$ cat src/rtl/free_block_fit_selector_assert.svh
// Assertion macros for the free block fit selector.
// Expects clk_i and rst_ni in the scope of every use.
`ifndef FREE_BLOCK_FIT_SELECTOR_ASSERT_SVH
`define FREE_BLOCK_FIT_SELECTOR_ASSERT_SVH

`ifndef NO_ASSERTIONS
`define FBFS_ASSERT_IMP(lbl, ante, cons, msg) \
  lbl: assert property (@(posedge clk_i) disable iff (!rst_ni) (ante) |-> (cons)) \
    else $error(msg);
`define FBFS_ASSERT_NXT(lbl, ante, cons, msg) \
  lbl: assert property (@(posedge clk_i) disable iff (!rst_ni) (ante) |=> (cons)) \
    else $error(msg);
`else
`define FBFS_ASSERT_IMP(lbl, ante, cons, msg)
`define FBFS_ASSERT_NXT(lbl, ante, cons, msg)
`endif

`endif

$ cat src/rtl/fbfs_pkg.sv
// Shared types and constants of the free block fit selector.
// No dependencies.
`timescale 1ns / 1ps

package fbfs_pkg;

  localparam int MAX_BLOCKS_DEF  = 64;
  localparam int ALIGN_BYTES_DEF = 16;

  localparam int SIZE_W    = 32;
  localparam int ADDR_W    = 32;
  localparam int IDX_IN_W  = 6;
  localparam int LEN_IN_W  = 7;
  localparam int IDX_OUT_W = 6;
  localparam int OP_W      = 2;
  localparam int POL_W     = 2;

  // input tdata layout, lowest bit first
  localparam int EIDX_LSB  = 0;
  localparam int ESIZE_LSB = EIDX_LSB + IDX_IN_W;
  localparam int EFREE_LSB = ESIZE_LSB + SIZE_W;
  localparam int EADDR_LSB = EFREE_LSB + 1;
  localparam int NLEN_LSB  = EADDR_LSB + ADDR_W;
  localparam int REQ_LSB   = NLEN_LSB + LEN_IN_W;
  localparam int IN_USED_W = REQ_LSB + SIZE_W;
  localparam int IN_TDATA_W  = ((IN_USED_W + 7) / 8) * 8;
  localparam int OUT_TDATA_W = ((IDX_OUT_W + 7) / 8) * 8;

  typedef enum logic [OP_W-1:0] {
    OP_WRITE  = 2'd0,
    OP_LENGTH = 2'd1,
    OP_FIND   = 2'd2
  } op_e;

  typedef enum logic [POL_W-1:0] {
    POL_FIRST = 2'd0,
    POL_NEXT  = 2'd1,
    POL_BEST  = 2'd2,
    POL_WORST = 2'd3
  } policy_e;

  typedef enum logic [1:0] {
    ST_IDLE,
    ST_ALIGN,
    ST_SCAN,
    ST_DONE
  } state_e;

  typedef struct packed {
    logic              usable;  // free and aligned
    logic [SIZE_W-1:0] size;
  } entry_t;

  typedef struct packed {
    logic done;
    logic aligned;
  } align_res_t;

endpackage

$ cat src/rtl/free_block_fit_selector.sv
// Top level of the free block fit selector: stream ports, table, alignment unit
// and sequencer. Uses fbfs_pkg, fbfs_align, fbfs_table, fbfs_ctrl and the assert macros.
`timescale 1ns / 1ps

// Keeps a table of MAX_BLOCKS entries (size, free flag, alignment of the payload
// address) and picks a block for a find transaction by first, next, best or worst
// fit. One transaction at a time: a set-length or unused opcode is handled when it
// is accepted; a write entry also passes through ST_ALIGN for the registered alignment
// check of the payload address before the table write. A find
// reads the table memory one entry per cycle through its single read port (first
// and next fit stop at the first candidate), and its result then waits for
// m_axis_tready. Write the policy register through cfg_we_i only while the block is
// idle; the block itself does not enforce this.
module free_block_fit_selector #(
  parameter int MAX_BLOCKS  = fbfs_pkg::MAX_BLOCKS_DEF,
  parameter int ALIGN_BYTES = fbfs_pkg::ALIGN_BYTES_DEF
) (
  input  logic                             clk_i,
  input  logic                             rst_ni,
  input  logic                             cfg_we_i,
  input  logic [fbfs_pkg::POL_W-1:0]       cfg_wdata_i,
  input  logic                             s_axis_tvalid,
  output logic                             s_axis_tready,
  // entry_index, entry_size, entry_free, entry_payload_addr, new_length, request_size
  input  logic [fbfs_pkg::IN_TDATA_W-1:0]  s_axis_tdata,
  // opcode
  input  logic [fbfs_pkg::OP_W-1:0]        s_axis_tuser,
  output logic                             m_axis_tvalid,
  input  logic                             m_axis_tready,
  // chosen_index
  output logic [fbfs_pkg::OUT_TDATA_W-1:0] m_axis_tdata,
  // found
  output logic                             m_axis_tuser
);

`include "free_block_fit_selector_assert.svh"

  localparam int IDX_W = $clog2(MAX_BLOCKS);
  localparam int LEN_W = $clog2(MAX_BLOCKS + 1);

  fbfs_pkg::align_res_t           align_res;
  fbfs_pkg::entry_t               tbl_wdata, tbl_rdata;
  logic                           align_start, tbl_we;
  logic [fbfs_pkg::ADDR_W-1:0]    align_addr;
  logic [IDX_W-1:0]               tbl_waddr, tbl_raddr;
  logic [fbfs_pkg::IDX_OUT_W-1:0] chosen_index;

  fbfs_align #(
    .ALIGN_BYTES(ALIGN_BYTES)
  ) u_align (
    .clk_i  (clk_i),
    .rst_ni (rst_ni),
    .start_i(align_start),
    .addr_i (align_addr),
    .res_o  (align_res)
  );

  fbfs_table #(
    .DEPTH(MAX_BLOCKS),
    .AW   (IDX_W)
  ) u_table (
    .clk_i  (clk_i),
    .we_i   (tbl_we),
    .waddr_i(tbl_waddr),
    .wdata_i(tbl_wdata),
    .raddr_i(tbl_raddr),
    .rdata_o(tbl_rdata)
  );

  fbfs_ctrl #(
    .MAX_BLOCKS(MAX_BLOCKS),
    .IDX_W     (IDX_W),
    .LEN_W     (LEN_W)
  ) u_ctrl (
    .clk_i         (clk_i),
    .rst_ni        (rst_ni),
    .cfg_we_i      (cfg_we_i),
    .cfg_wdata_i   (cfg_wdata_i),
    .in_valid_i    (s_axis_tvalid),
    .in_ready_o    (s_axis_tready),
    .in_op_i       (s_axis_tuser),
    .entry_index_i (s_axis_tdata[fbfs_pkg::EIDX_LSB +: fbfs_pkg::IDX_IN_W]),
    .entry_size_i  (s_axis_tdata[fbfs_pkg::ESIZE_LSB +: fbfs_pkg::SIZE_W]),
    .entry_free_i  (s_axis_tdata[fbfs_pkg::EFREE_LSB]),
    .entry_addr_i  (s_axis_tdata[fbfs_pkg::EADDR_LSB +: fbfs_pkg::ADDR_W]),
    .new_length_i  (s_axis_tdata[fbfs_pkg::NLEN_LSB +: fbfs_pkg::LEN_IN_W]),
    .request_size_i(s_axis_tdata[fbfs_pkg::REQ_LSB +: fbfs_pkg::SIZE_W]),
    .out_valid_o   (m_axis_tvalid),
    .out_ready_i   (m_axis_tready),
    .found_o       (m_axis_tuser),
    .chosen_index_o(chosen_index),
    .align_start_o (align_start),
    .align_addr_o  (align_addr),
    .align_res_i   (align_res),
    .tbl_we_o      (tbl_we),
    .tbl_waddr_o   (tbl_waddr),
    .tbl_wdata_o   (tbl_wdata),
    .tbl_raddr_o   (tbl_raddr),
    .tbl_rdata_i   (tbl_rdata)
  );

  assign m_axis_tdata = fbfs_pkg::OUT_TDATA_W'(chosen_index);

  `FBFS_ASSERT_IMP(a_no_overlap, m_axis_tvalid, !s_axis_tready, "input taken while result pending")
  `FBFS_ASSERT_IMP(a_miss_zero, m_axis_tvalid && !m_axis_tuser, chosen_index == '0, "miss with nonzero index")
  `FBFS_ASSERT_IMP(a_idx_range, m_axis_tvalid && m_axis_tuser, 32'(chosen_index) < 32'(MAX_BLOCKS), "index beyond table")
  `FBFS_ASSERT_NXT(a_find_busy, s_axis_tvalid && s_axis_tready && s_axis_tuser == fbfs_pkg::OP_FIND, !s_axis_tready, "ready right after find")

endmodule

$ cat src/rtl/fbfs_align.sv
// Alignment check of a payload address against ALIGN_BYTES, with a registered result.
// Mask for powers of two, otherwise a low-bit mask plus a divisibility test of the
// odd factor by multiplication with its inverse modulo 2^32. Uses fbfs_pkg.
`timescale 1ns / 1ps

module fbfs_align #(
  parameter int ALIGN_BYTES = fbfs_pkg::ALIGN_BYTES_DEF
) (
  input  logic                        clk_i,
  input  logic                        rst_ni,
  input  logic                        start_i,
  input  logic [fbfs_pkg::ADDR_W-1:0] addr_i,
  output fbfs_pkg::align_res_t        res_o
);

  localparam bit IS_POW2 = (ALIGN_BYTES & (ALIGN_BYTES - 1)) == 0;

  function automatic int trail_zeros(input int val);
    int v;
    int n;
    v = val;
    n = 0;
    while (v != 0 && (v & 1) == 0) begin
      v = v >> 1;
      n++;
    end
    return n;
  endfunction

  function automatic logic [fbfs_pkg::ADDR_W-1:0] odd_inverse(
      input logic [fbfs_pkg::ADDR_W-1:0] odd);
    logic [fbfs_pkg::ADDR_W-1:0] x;
    x = odd;
    for (int k = 0; k < 5; k++) begin
      x = x * (fbfs_pkg::ADDR_W'(2) - odd * x);
    end
    return x;
  endfunction

  logic done_q, aligned_q, aligned_d;

  always_ff @(posedge clk_i or negedge rst_ni) begin
    if (!rst_ni) begin
      done_q <= 1'b0;
    end else begin
      done_q <= start_i;
    end
  end

  always_ff @(posedge clk_i) begin
    aligned_q <= aligned_d;
  end

  generate
    if (IS_POW2) begin : g_mask
      localparam logic [fbfs_pkg::ADDR_W-1:0] MASK = fbfs_pkg::ADDR_W'(ALIGN_BYTES - 1);

      assign aligned_d = (addr_i & MASK) == '0;
    end else begin : g_inverse
      // ALIGN_BYTES = 2^TZ * ODD; a multiple of ODD times its inverse stays at or below LIMIT
      localparam int TZ  = trail_zeros(ALIGN_BYTES);
      localparam int ODD = ALIGN_BYTES >> TZ;
      localparam logic [fbfs_pkg::ADDR_W-1:0] LOW_MASK =
          fbfs_pkg::ADDR_W'((longint'(1) << TZ) - 1);
      localparam logic [fbfs_pkg::ADDR_W-1:0] INV = odd_inverse(fbfs_pkg::ADDR_W'(ODD));
      localparam logic [fbfs_pkg::ADDR_W-1:0] LIMIT =
          fbfs_pkg::ADDR_W'(((longint'(1) << fbfs_pkg::ADDR_W) - 1) / longint'(ODD));

      logic [fbfs_pkg::ADDR_W-1:0] shifted, product;

      always_comb begin
        shifted   = addr_i >> TZ;
        product   = shifted * INV;
        aligned_d = ((addr_i & LOW_MASK) == '0) && (product <= LIMIT);
      end
    end
  endgenerate

  assign res_o = '{done: done_q, aligned: aligned_q};

endmodule

$ cat src/rtl/fbfs_table.sv
// Block table memory: one write port, one registered read port.
// Entry layout from fbfs_pkg.
`timescale 1ns / 1ps

module fbfs_table #(
  parameter int DEPTH = fbfs_pkg::MAX_BLOCKS_DEF,
  parameter int AW    = $clog2(fbfs_pkg::MAX_BLOCKS_DEF)
) (
  input  logic             clk_i,
  input  logic             we_i,
  input  logic [AW-1:0]    waddr_i,
  input  fbfs_pkg::entry_t wdata_i,
  input  logic [AW-1:0]    raddr_i,
  output fbfs_pkg::entry_t rdata_o
);

  fbfs_pkg::entry_t mem [DEPTH];
  fbfs_pkg::entry_t rdata_q;

  always_ff @(posedge clk_i) begin
    if (we_i) begin
      mem[waddr_i] <= wdata_i;
    end
    rdata_q <= mem[raddr_i];
  end

  assign rdata_o = rdata_q;

endmodule

$ cat src/rtl/fbfs_ctrl.sv
// Sequencer of the fit selector: command decode, table scan with one shared
// size compare unit, policy register, length and next-fit cursor. Uses fbfs_pkg.
`timescale 1ns / 1ps

module fbfs_ctrl #(
  parameter int MAX_BLOCKS = fbfs_pkg::MAX_BLOCKS_DEF,
  parameter int IDX_W      = $clog2(fbfs_pkg::MAX_BLOCKS_DEF),
  parameter int LEN_W      = $clog2(fbfs_pkg::MAX_BLOCKS_DEF + 1)
) (
  input  logic                           clk_i,
  input  logic                           rst_ni,
  input  logic                           cfg_we_i,
  input  logic [fbfs_pkg::POL_W-1:0]     cfg_wdata_i,
  input  logic                           in_valid_i,
  output logic                           in_ready_o,
  input  logic [fbfs_pkg::OP_W-1:0]      in_op_i,
  input  logic [fbfs_pkg::IDX_IN_W-1:0]  entry_index_i,
  input  logic [fbfs_pkg::SIZE_W-1:0]    entry_size_i,
  input  logic                           entry_free_i,
  input  logic [fbfs_pkg::ADDR_W-1:0]    entry_addr_i,
  input  logic [fbfs_pkg::LEN_IN_W-1:0]  new_length_i,
  input  logic [fbfs_pkg::SIZE_W-1:0]    request_size_i,
  output logic                           out_valid_o,
  input  logic                           out_ready_i,
  output logic                           found_o,
  output logic [fbfs_pkg::IDX_OUT_W-1:0] chosen_index_o,
  output logic                           align_start_o,
  output logic [fbfs_pkg::ADDR_W-1:0]    align_addr_o,
  input  fbfs_pkg::align_res_t           align_res_i,
  output logic                           tbl_we_o,
  output logic [IDX_W-1:0]               tbl_waddr_o,
  output fbfs_pkg::entry_t               tbl_wdata_o,
  output logic [IDX_W-1:0]               tbl_raddr_o,
  input  fbfs_pkg::entry_t               tbl_rdata_i
);

  function automatic logic [IDX_W-1:0] wrap_inc(input logic [IDX_W-1:0] idx,
                                                input logic [LEN_W-1:0] len);
    logic [LEN_W-1:0] nxt;
    nxt = LEN_W'(idx) + LEN_W'(1);
    return (nxt < len) ? nxt[IDX_W-1:0] : '0;
  endfunction

  function automatic logic [fbfs_pkg::IDX_OUT_W-1:0] out_idx(input logic [IDX_W-1:0] idx);
    logic [31:0] wide;
    wide = 32'(idx);
    return wide[fbfs_pkg::IDX_OUT_W-1:0];
  endfunction

  fbfs_pkg::state_e  state_q, state_d;
  fbfs_pkg::policy_e policy_q, policy_d;
  fbfs_pkg::op_e     op;
  logic [LEN_W-1:0]  len_q, len_d;
  logic [IDX_W-1:0]  cursor_q, cursor_d;
  logic [LEN_W-1:0]  cnt_q, cnt_d;
  logic              rd_vld_q, rd_vld_d;
  logic              have_q, have_d;

  logic [fbfs_pkg::SIZE_W-1:0]    req_q, req_d;
  logic [fbfs_pkg::SIZE_W-1:0]    best_q, best_d;
  logic [IDX_W-1:0]               best_idx_q, best_idx_d;
  logic [IDX_W-1:0]               iss_idx_q, iss_idx_d;
  logic [IDX_W-1:0]               rd_idx_q, rd_idx_d;
  logic                           found_q, found_d;
  logic [fbfs_pkg::IDX_OUT_W-1:0] chosen_q, chosen_d;
  logic [IDX_W-1:0]               wr_idx_q, wr_idx_d;
  logic [fbfs_pkg::SIZE_W-1:0]    wr_size_q, wr_size_d;
  logic                           wr_free_q, wr_free_d;

  logic cand, take, stop_first;

  // shared compare unit on the entry read back
  always_comb begin
    cand = tbl_rdata_i.usable && (tbl_rdata_i.size >= req_q);
    case (policy_q)
      fbfs_pkg::POL_BEST:  take = cand && (!have_q || tbl_rdata_i.size < best_q);
      fbfs_pkg::POL_WORST: take = cand && (tbl_rdata_i.size > best_q);
      default:             take = cand;
    endcase
    stop_first = rd_vld_q && take &&
                 (policy_q == fbfs_pkg::POL_FIRST || policy_q == fbfs_pkg::POL_NEXT);
  end

  always_comb begin
    state_d    = state_q;
    policy_d   = policy_q;
    len_d      = len_q;
    cursor_d   = cursor_q;
    cnt_d      = cnt_q;
    rd_vld_d   = rd_vld_q;
    have_d     = have_q;
    req_d      = req_q;
    best_d     = best_q;
    best_idx_d = best_idx_q;
    iss_idx_d  = iss_idx_q;
    rd_idx_d   = rd_idx_q;
    found_d    = found_q;
    chosen_d   = chosen_q;
    wr_idx_d   = wr_idx_q;
    wr_size_d  = wr_size_q;
    wr_free_d  = wr_free_q;
    op         = fbfs_pkg::op_e'(in_op_i);

    in_ready_o    = 1'b0;
    out_valid_o   = 1'b0;
    align_start_o = 1'b0;
    tbl_we_o      = 1'b0;

    if (cfg_we_i) begin
      policy_d = fbfs_pkg::policy_e'(cfg_wdata_i);
    end

    case (state_q)
      fbfs_pkg::ST_IDLE: begin
        in_ready_o = 1'b1;
        if (in_valid_i) begin
          case (op)
            fbfs_pkg::OP_WRITE: begin
              if (32'(entry_index_i) < 32'(MAX_BLOCKS)) begin
                wr_idx_d      = IDX_W'(32'(entry_index_i));
                wr_size_d     = entry_size_i;
                wr_free_d     = entry_free_i;
                align_start_o = 1'b1;
                state_d       = fbfs_pkg::ST_ALIGN;
              end
            end
            fbfs_pkg::OP_LENGTH: begin
              len_d = (32'(new_length_i) > 32'(MAX_BLOCKS)) ? LEN_W'(MAX_BLOCKS)
                                                             : LEN_W'(32'(new_length_i));
            end
            fbfs_pkg::OP_FIND: begin
              req_d      = request_size_i;
              cnt_d      = '0;
              rd_vld_d   = 1'b0;
              have_d     = 1'b0;
              best_d     = '0;
              best_idx_d = '0;
              iss_idx_d  = (policy_q == fbfs_pkg::POL_NEXT && LEN_W'(cursor_q) < len_q)
                           ? cursor_q : '0;
              state_d    = fbfs_pkg::ST_SCAN;
            end
            default: ;
          endcase
        end
      end

      fbfs_pkg::ST_ALIGN: begin
        if (align_res_i.done) begin
          tbl_we_o = 1'b1;
          state_d  = fbfs_pkg::ST_IDLE;
        end
      end

      fbfs_pkg::ST_SCAN: begin
        if (rd_vld_q && take) begin
          have_d     = 1'b1;
          best_d     = tbl_rdata_i.size;
          best_idx_d = rd_idx_q;
        end
        if (stop_first) begin
          found_d  = 1'b1;
          chosen_d = out_idx(rd_idx_q);
          if (policy_q == fbfs_pkg::POL_NEXT) begin
            cursor_d = wrap_inc(rd_idx_q, len_q);
          end
          state_d = fbfs_pkg::ST_DONE;
        end else if (cnt_q == len_q && !rd_vld_q) begin
          found_d  = have_q;
          chosen_d = have_q ? out_idx(best_idx_q) : '0;
          state_d  = fbfs_pkg::ST_DONE;
        end else if (cnt_q != len_q) begin
          rd_vld_d  = 1'b1;
          rd_idx_d  = iss_idx_q;
          iss_idx_d = wrap_inc(iss_idx_q, len_q);
          cnt_d     = cnt_q + LEN_W'(1);
        end else begin
          rd_vld_d = 1'b0;
        end
      end

      fbfs_pkg::ST_DONE: begin
        out_valid_o = 1'b1;
        if (out_ready_i) begin
          state_d = fbfs_pkg::ST_IDLE;
        end
      end

      default: state_d = fbfs_pkg::ST_IDLE;
    endcase
  end

  always_ff @(posedge clk_i or negedge rst_ni) begin
    if (!rst_ni) begin
      state_q  <= fbfs_pkg::ST_IDLE;
      policy_q <= fbfs_pkg::POL_FIRST;
      len_q    <= '0;
      cursor_q <= '0;
      cnt_q    <= '0;
      rd_vld_q <= 1'b0;
      have_q   <= 1'b0;
    end else begin
      state_q  <= state_d;
      policy_q <= policy_d;
      len_q    <= len_d;
      cursor_q <= cursor_d;
      cnt_q    <= cnt_d;
      rd_vld_q <= rd_vld_d;
      have_q   <= have_d;
    end
  end

  always_ff @(posedge clk_i) begin
    req_q      <= req_d;
    best_q     <= best_d;
    best_idx_q <= best_idx_d;
    iss_idx_q  <= iss_idx_d;
    rd_idx_q   <= rd_idx_d;
    found_q    <= found_d;
    chosen_q   <= chosen_d;
    wr_idx_q   <= wr_idx_d;
    wr_size_q  <= wr_size_d;
    wr_free_q  <= wr_free_d;
  end

  assign align_addr_o   = entry_addr_i;
  assign tbl_waddr_o    = wr_idx_q;
  assign tbl_wdata_o    = '{usable: wr_free_q && align_res_i.aligned, size: wr_size_q};
  assign tbl_raddr_o    = iss_idx_q;
  assign found_o        = found_q;
  assign chosen_index_o = chosen_q;

endmodule

$ cat config.mk
export PLATFORM = sky130hd
export DESIGN_NAME = free_block_fit_selector
export DESIGN_NICKNAME = d
export VERILOG_FILES = /design/src/rtl/fbfs_pkg.sv /design/src/rtl/free_block_fit_selector.sv /design/src/rtl/fbfs_align.sv /design/src/rtl/fbfs_table.sv /design/src/rtl/fbfs_ctrl.sv
export VERILOG_INCLUDE_DIRS = /design/src /design/src/rtl
export SDC_FILE = /design/constraint.sdc
export NUM_CORES = 2
export LEC_CHECK = 0
export BUFFER_PORTS_ARGS = -buffer_cell sky130_fd_sc_hd__clkbuf_2
export CAP_MARGIN = 20
export CORE_ASPECT_RATIO = 0.9
export CORE_MARGIN = 8
export CORE_UTILIZATION = 65
export CTS_CLUSTER_DIAMETER = 150
export CTS_CLUSTER_SIZE = 8
export DETAILED_ROUTE_END_ITERATION = 10
export PLACE_DENSITY = 0.82
export SLEW_MARGIN = 20
export SYNTH_ARGS = -nofsm -noshare
export SYNTH_HDL_FRONTEND = slang
export SYNTH_SLANG_ARGS = --single-unit
$ cat constraint.sdc
create_clock -name clk_i -period 9.57 [get_ports clk_i]
set_clock_uncertainty 0.1 [all_clocks]
set_input_delay 0.4785 -clock clk_i [delete_from_list [all_inputs] [get_ports clk_i]]
set_output_delay 0.4785 -clock clk_i [all_outputs]
set_load 0.02 [all_outputs]
-- Word-level counts from Yosys, hierarchy flattened
Memory sizes are Yosys's and may differ from the RTL's. A register that Yosys moved wholly into a read port is not among the register bits.
Cells that the tools add are included.
- add/subtract/negate cells: 3
- order comparisons: 7
- equality and inequality tests: 20
- mux-type cells: 53
- bitwise operators: 2
- reductions and logical operators: 28
- operator list (kind ; number):
    2-to-1 mux 32 bit ; 3
    2-to-1 mux 6 bit ; 14
    case mux 32 bit (2 select lines) ; 1
    2-to-1 mux 7 bit ; 6
    greater-or-equal comparator 32 bit ; 1
    greater-than comparator 32 bit ; 1
    logical NOT 32 bit ; 1
    less-than comparator 32 bit ; 1
    case mux 6 bit (2 select lines) ; 2
    2-to-1 mux 1 bit ; 16
    adder 6 x 1 -> 7 bit, second input constant ; 2
    less-than comparator 7 bit ; 2
    case mux 7 bit (2 select lines) ; 1
    != test 2 bit, second input constant ; 6
    AND reduction 3 bit ; 4
    equality test 2 bit, second input constant ; 5
    2-to-1 mux 2 bit ; 5
    AND reduction 5 bit ; 2
    logical AND 1 bit ; 8
    case mux 2 bit (4 select lines) ; 1
    AND reduction 4 bit ; 2
    adder 7 x 1 -> 7 bit, second input constant ; 1
    equality test 7 bit ; 1
    greater-than comparator 7 bit, second input constant ; 1
    other kinds (15) ; 26
- flip-flop bits (word level): 156
- RAM bits: 2112
- input bits: 121
- output and inout bits: 11
- memories: 1
- memories (name ; words ; bits a word ; rd ports ; clocked after Yosys merged registers in ; wr ports ; RTL line ; RTL):
    u_table.mem ; 64 ; 33 ; 1 ; 1 ; 1 ; fbfs_table.sv:17 ; fbfs_pkg::entry_t mem [DEPTH];

-- Depth between registers and ports, before layout
- depth in word-level cells: 8
- depth in mapped cells: 13
- gate-level depth less buffers: 9

-- Hierarchy
Synthesis repeated with hierarchy kept, for this count alone.
- cells, all modules: 4190
- area, all modules: 89067.9 sq um
- modules (own cells, without submodules) (module ; instances ; cells each ; area an instance (sq um)):
    fbfs_table ; 1 ; 3495 ; 80876.3
    fbfs_ctrl ; 1 ; 687 ; 8100.3
    fbfs_align ; 1 ; 5 ; 72.6
    free_block_fit_selector ; 1 ; 3 ; 18.8

-- Least setup slack after synthesis
Ideal clock, no wire load.
- kind: flip-flop to flip-flop
- start point: register u_ctrl.state_q[0]
- end point: register u_ctrl.wr_idx_q[0], in the netlist u_ctrl.tbl_waddr_o[0], enable pin
- setup time: 533 ps
- data arrival time: 4385 ps
- required time: 8937 ps
- path slack: 4552 ps
- cell stages (with the launch flop): 3
- path buffers: 1
- clock period less this slack: 5018 ps
- cells stage by stage: dfrtp_1 -> clkbuf_1 -> nor4_1
- longest elaborated chain between the ends: 2
- ends and longest elaborated chain (what ; RTL line ; RTL):
    from (decl) ; fbfs_ctrl.sv:50 ; fbfs_pkg::state_e state_q, state_d;
    from (signal assigned) ; fbfs_ctrl.sv:194 ; state_q <= fbfs_pkg::ST_IDLE;
    from (signal assigned) ; fbfs_ctrl.sv:202 ; state_q <= state_d;
    logical NOT 2 bit ; fbfs_ctrl.sv:113 ; case (state_q)
    AND reduction 3 bit (no source line) ; -- ;
    to (signal assigned) ; fbfs_ctrl.sv:220 ; wr_idx_q <= wr_idx_d;
    to (decl) ; fbfs_ctrl.sv:66 ; logic [IDX_W-1:0] wr_idx_q, wr_idx_d;
No other way between the ends.
A chain may end at the register's enable or synchronous reset.

==> out/results.ini <==
[run_status]
run_status = completed

[setup_path]
start_kind = register
cp-endpoint = u_table.rdata_o[20]$_DFF_P_
cp-end-kind = register
reg2reg_from = u_ctrl.tbl_raddr_o[2]$_DFFE_PP_
rr_worst_depth = 8
worst-r2r-setup-slack_ps = 4320
cp-startpoint = u_ctrl.tbl_raddr_o[2]$_DFFE_PP_
r2r-end = u_table.rdata_o[20]$_DFF_P_
required_ps = 10280
cp_data_arrival_time_ps = 5960
cp_max_fo = 71
critPathKind = register to register

[logic_synthesis]
synth_ff_type = edfxtp_1
syn_avg_cell_area_sq_um = 19.49
yosysTopAreaCell = edfxtp_1
synthDistinctLibCells = 59
synth_cells = 4604
ys_ff_latch = 2301
synth-edff-count = 2240
synthTopCellsByArea = edfxtp_1 75%, mux4_2 8.8%, mux2i_1 3.9%
synth_top_cell_area_share_pct = 74.94
syn-cell-area_sq_um = 89750
synthArstFlopShare_pct = 1.173
seq_area_frac_synth_pct = 76.46
synth_warnings = 0

[floorplanning]
dieArea_sq_um = 150200
ios = 132
core_sq_um = 137200
initial_core_util_pct = 65.42
rows = 129
dieWidth_microns = 407.7
die_h_microns = 368.5

[global_route]
antenna_found_initial = 15
groute.usage.overall_pct = 33.11
grt_max_degree = 117
grt_pass1_wl_microns = 357500
grt_pass1_vias = 52160
grt_overflow_total = 0

[finish]
final_cell_area_sq_um = 103100
areaGrowthSynthToFinish_pct = 14.88
nets = 5240
seqCellArea_sq_um = 68620
drive_gt1_share_pct = 20.81
multi_input_area_sq_um = 20270
final_cell_mix = 2240 x edfxtp_1, 351 x mux4_2, 348 x mux2i_1
layout_commonest_cell = edfxtp_1
fillCellCount = 6757

[pwr]
comb_power_share_pct = 28.7
power_density_nw_per_um2 = 300.9
p_leak_nw = 34.06
p_int_mw = 21.00
switching_share_pct = 32.31
clkPwrFrac_pct = 33.9
seq_power_share_pct = 37.5
ir_worst_vdd_mv = 0.2645
switching_power_mw = 10.02

[place]
place_ws_ps = 4680
place.gp.congestion = 0.8465
placement.io_buffers = 99
hpwl_microns = 114500
postPlaceCellArea_sq_um = 93110

[sta]
fmax_ghz = 0.1906
period_minus_slack_ps = 5247
setup_tns_ps = 0
setup_viol_count_final = 0
slew_headroom_pct = 14.55
rsz0062_at_grt = false
hold_viol_final = 0
min_period_over_period_pct = 54.83
layout_setup_ws_ps = 4323
final_max_slew_viol_count = 0
tightest_slew_ps = 1282

[routing]
postRouteAntennaNets = 0
detail_route.vias_per_cell = 7.303
wire_per_inst_microns = 36.61
drt-initial-drc-count = 8295
firstDrtPassIters = 6
dr_total_vias = 50880
routed_wirelength_microns = 255100
remaining_drc_errors = 0

[clock_tree]
clk_latency_ps = 930
post_cts_buffers = 0
cts_buffers = 337
cts.sinks = 2301
clock_path_buffers = 4
cts-root-buf = clkbuf_16
clk_pin_slew_ps = 60
h-tree-depth = 5
tritoncts = built

[min_path]
hp-class = input port to async pin

[run]
cap_violations = 0

cells by family after synthesis:
family	synth area share, %
muxes	14.16
buffers and inverters	1.539
xor gates and xnor gates	0.1464
DFF	76.46
adders and majority gates	1.171
AOI/OAI and AO/OA	4.596
other	0.004178
and+or+nand+nor	1.931
registers in the layout, summed over array words and instances, names as in the netlist, 2 cells and up:
signal,flops
u_ctrl.wr_size_q,32
u_ctrl.cnt_q,7
u_ctrl.len_q,7
u_table.rdata_o,33
u_ctrl.best_idx_q,6
u_ctrl.policy_q,2
u_ctrl.tbl_raddr_o,6
u_ctrl.req_q,32
u_ctrl.state_q,2
u_ctrl.cursor_q,6
u_ctrl.best_q,32
u_ctrl.tbl_waddr_o,6
u_ctrl.rd_idx_q,6
u_ctrl.chosen_index_o,6
u_table.mem,2112
per-stage QoR:
stage               util, %  total power, mW  cells  hold WS [ps]
finish                75.16            31.02   6967         98.71
global route          75.14            31.72   6957         136.5
CTS                   75.13            30.72   6956         32.18
detailed placement    67.87            20.02   6434         420.1
global placement      67.87            19.78   6434         414.2
floorplan                 -            17.23   4605         82.91
power groups by stage:
stage	Clock, mW	Combinational [mW]	Sequential (mW)
after floorplan	0	5.54	11.7
after global placement	0	8.01	11.8
after detailed placement	0	8.25	11.8
after CTS	10.5	8.63	11.6
after global routing	10.9	9.18	11.6
final	10.5	8.89	11.6
final cells by class:
class / count / share of cell area, %
timing repair buffer: 332 / 2.507
inverter: 82 / 0.2985
clock inverter: 6 / 0.06917
clock buffer: 420 / 8.667
antenna: 11 / 0.02670
sequential: 2301 / 66.55
tap: 1834 / 2.225
multi-input combinational: 1981 / 19.66
metal layers:
metal | vias up | track usage, % | wire (microns)
met5 | - | 0 | 38
met4 | 6 | 20.17 | 17510
met3 | 990 | 10.71 | 36220
met2 | 4686 | 51.89 | 119300
met1 | 25580 | 40.56 | 82030
li1 | 19630 | - | -
worst min-delay path by stage:
stage	startpoint	cells past startpoint	to
detailed placement	u_ctrl.cnt_q[5]$_DFFE_PN0P_	1	u_ctrl.cnt_q[5]$_DFFE_PN0P_
floorplan	rst_ni	0	u_align.done_q$_DFF_PN0_
finish	rst_ni	2	u_ctrl.len_q[6]$_DFFE_PN0P_
CTS	rst_ni	2	u_ctrl.len_q[6]$_DFFE_PN0P_
global route	rst_ni	2	u_ctrl.len_q[6]$_DFFE_PN0P_
global placement	u_ctrl.cnt_q[5]$_DFFE_PN0P_	1	u_ctrl.cnt_q[5]$_DFFE_PN0P_
cell usage after synthesis (all sizes together) (3+ instances only):
| master | count |
|---|---|
| dfxtp | 34 |
| or3 | 4 |
| buf | 111 |
| xor2 | 7 |
| nand4 | 16 |
| o21a | 5 |
| and2 | 35 |
| mux2i | 348 |
| nor2b | 4 |
| nand3b | 4 |
| o221ai | 115 |
| mux2 | 117 |
| a21oi | 257 |
| xnor2 | 8 |
| inv | 82 |
| dfrtp | 27 |
| a21o | 10 |
| nor2 | 89 |
| o22ai | 115 |
| o21ai | 150 |
| nand2 | 164 |
| a211oi | 3 |
| mux4 | 351 |
| nor3 | 7 |
| a2111oi | 3 |
| ha | 84 |
| a22o | 5 |
| clkbuf | 130 |
| nor4 | 6 |
| nand3 | 26 |
| nand2b | 16 |
| edfxtp | 2240 |
worst max-delay path, stage by stage, from the launching register on:
cell      delay (ps)
edfxtp_1         310
buf_4            530
buf_4            770
nand2b_4         800
buf_4            610
o221ai_1         360
o22ai_1          180
a21oi_1          970
mux4_2           460
repair_timing:
item / in CTS / in global routing
hold buffers: 96 / 0
hold endpoints to repair: 111 / 0
resized for setup: 0 / 0
Power figures use the tool's default switching activity.
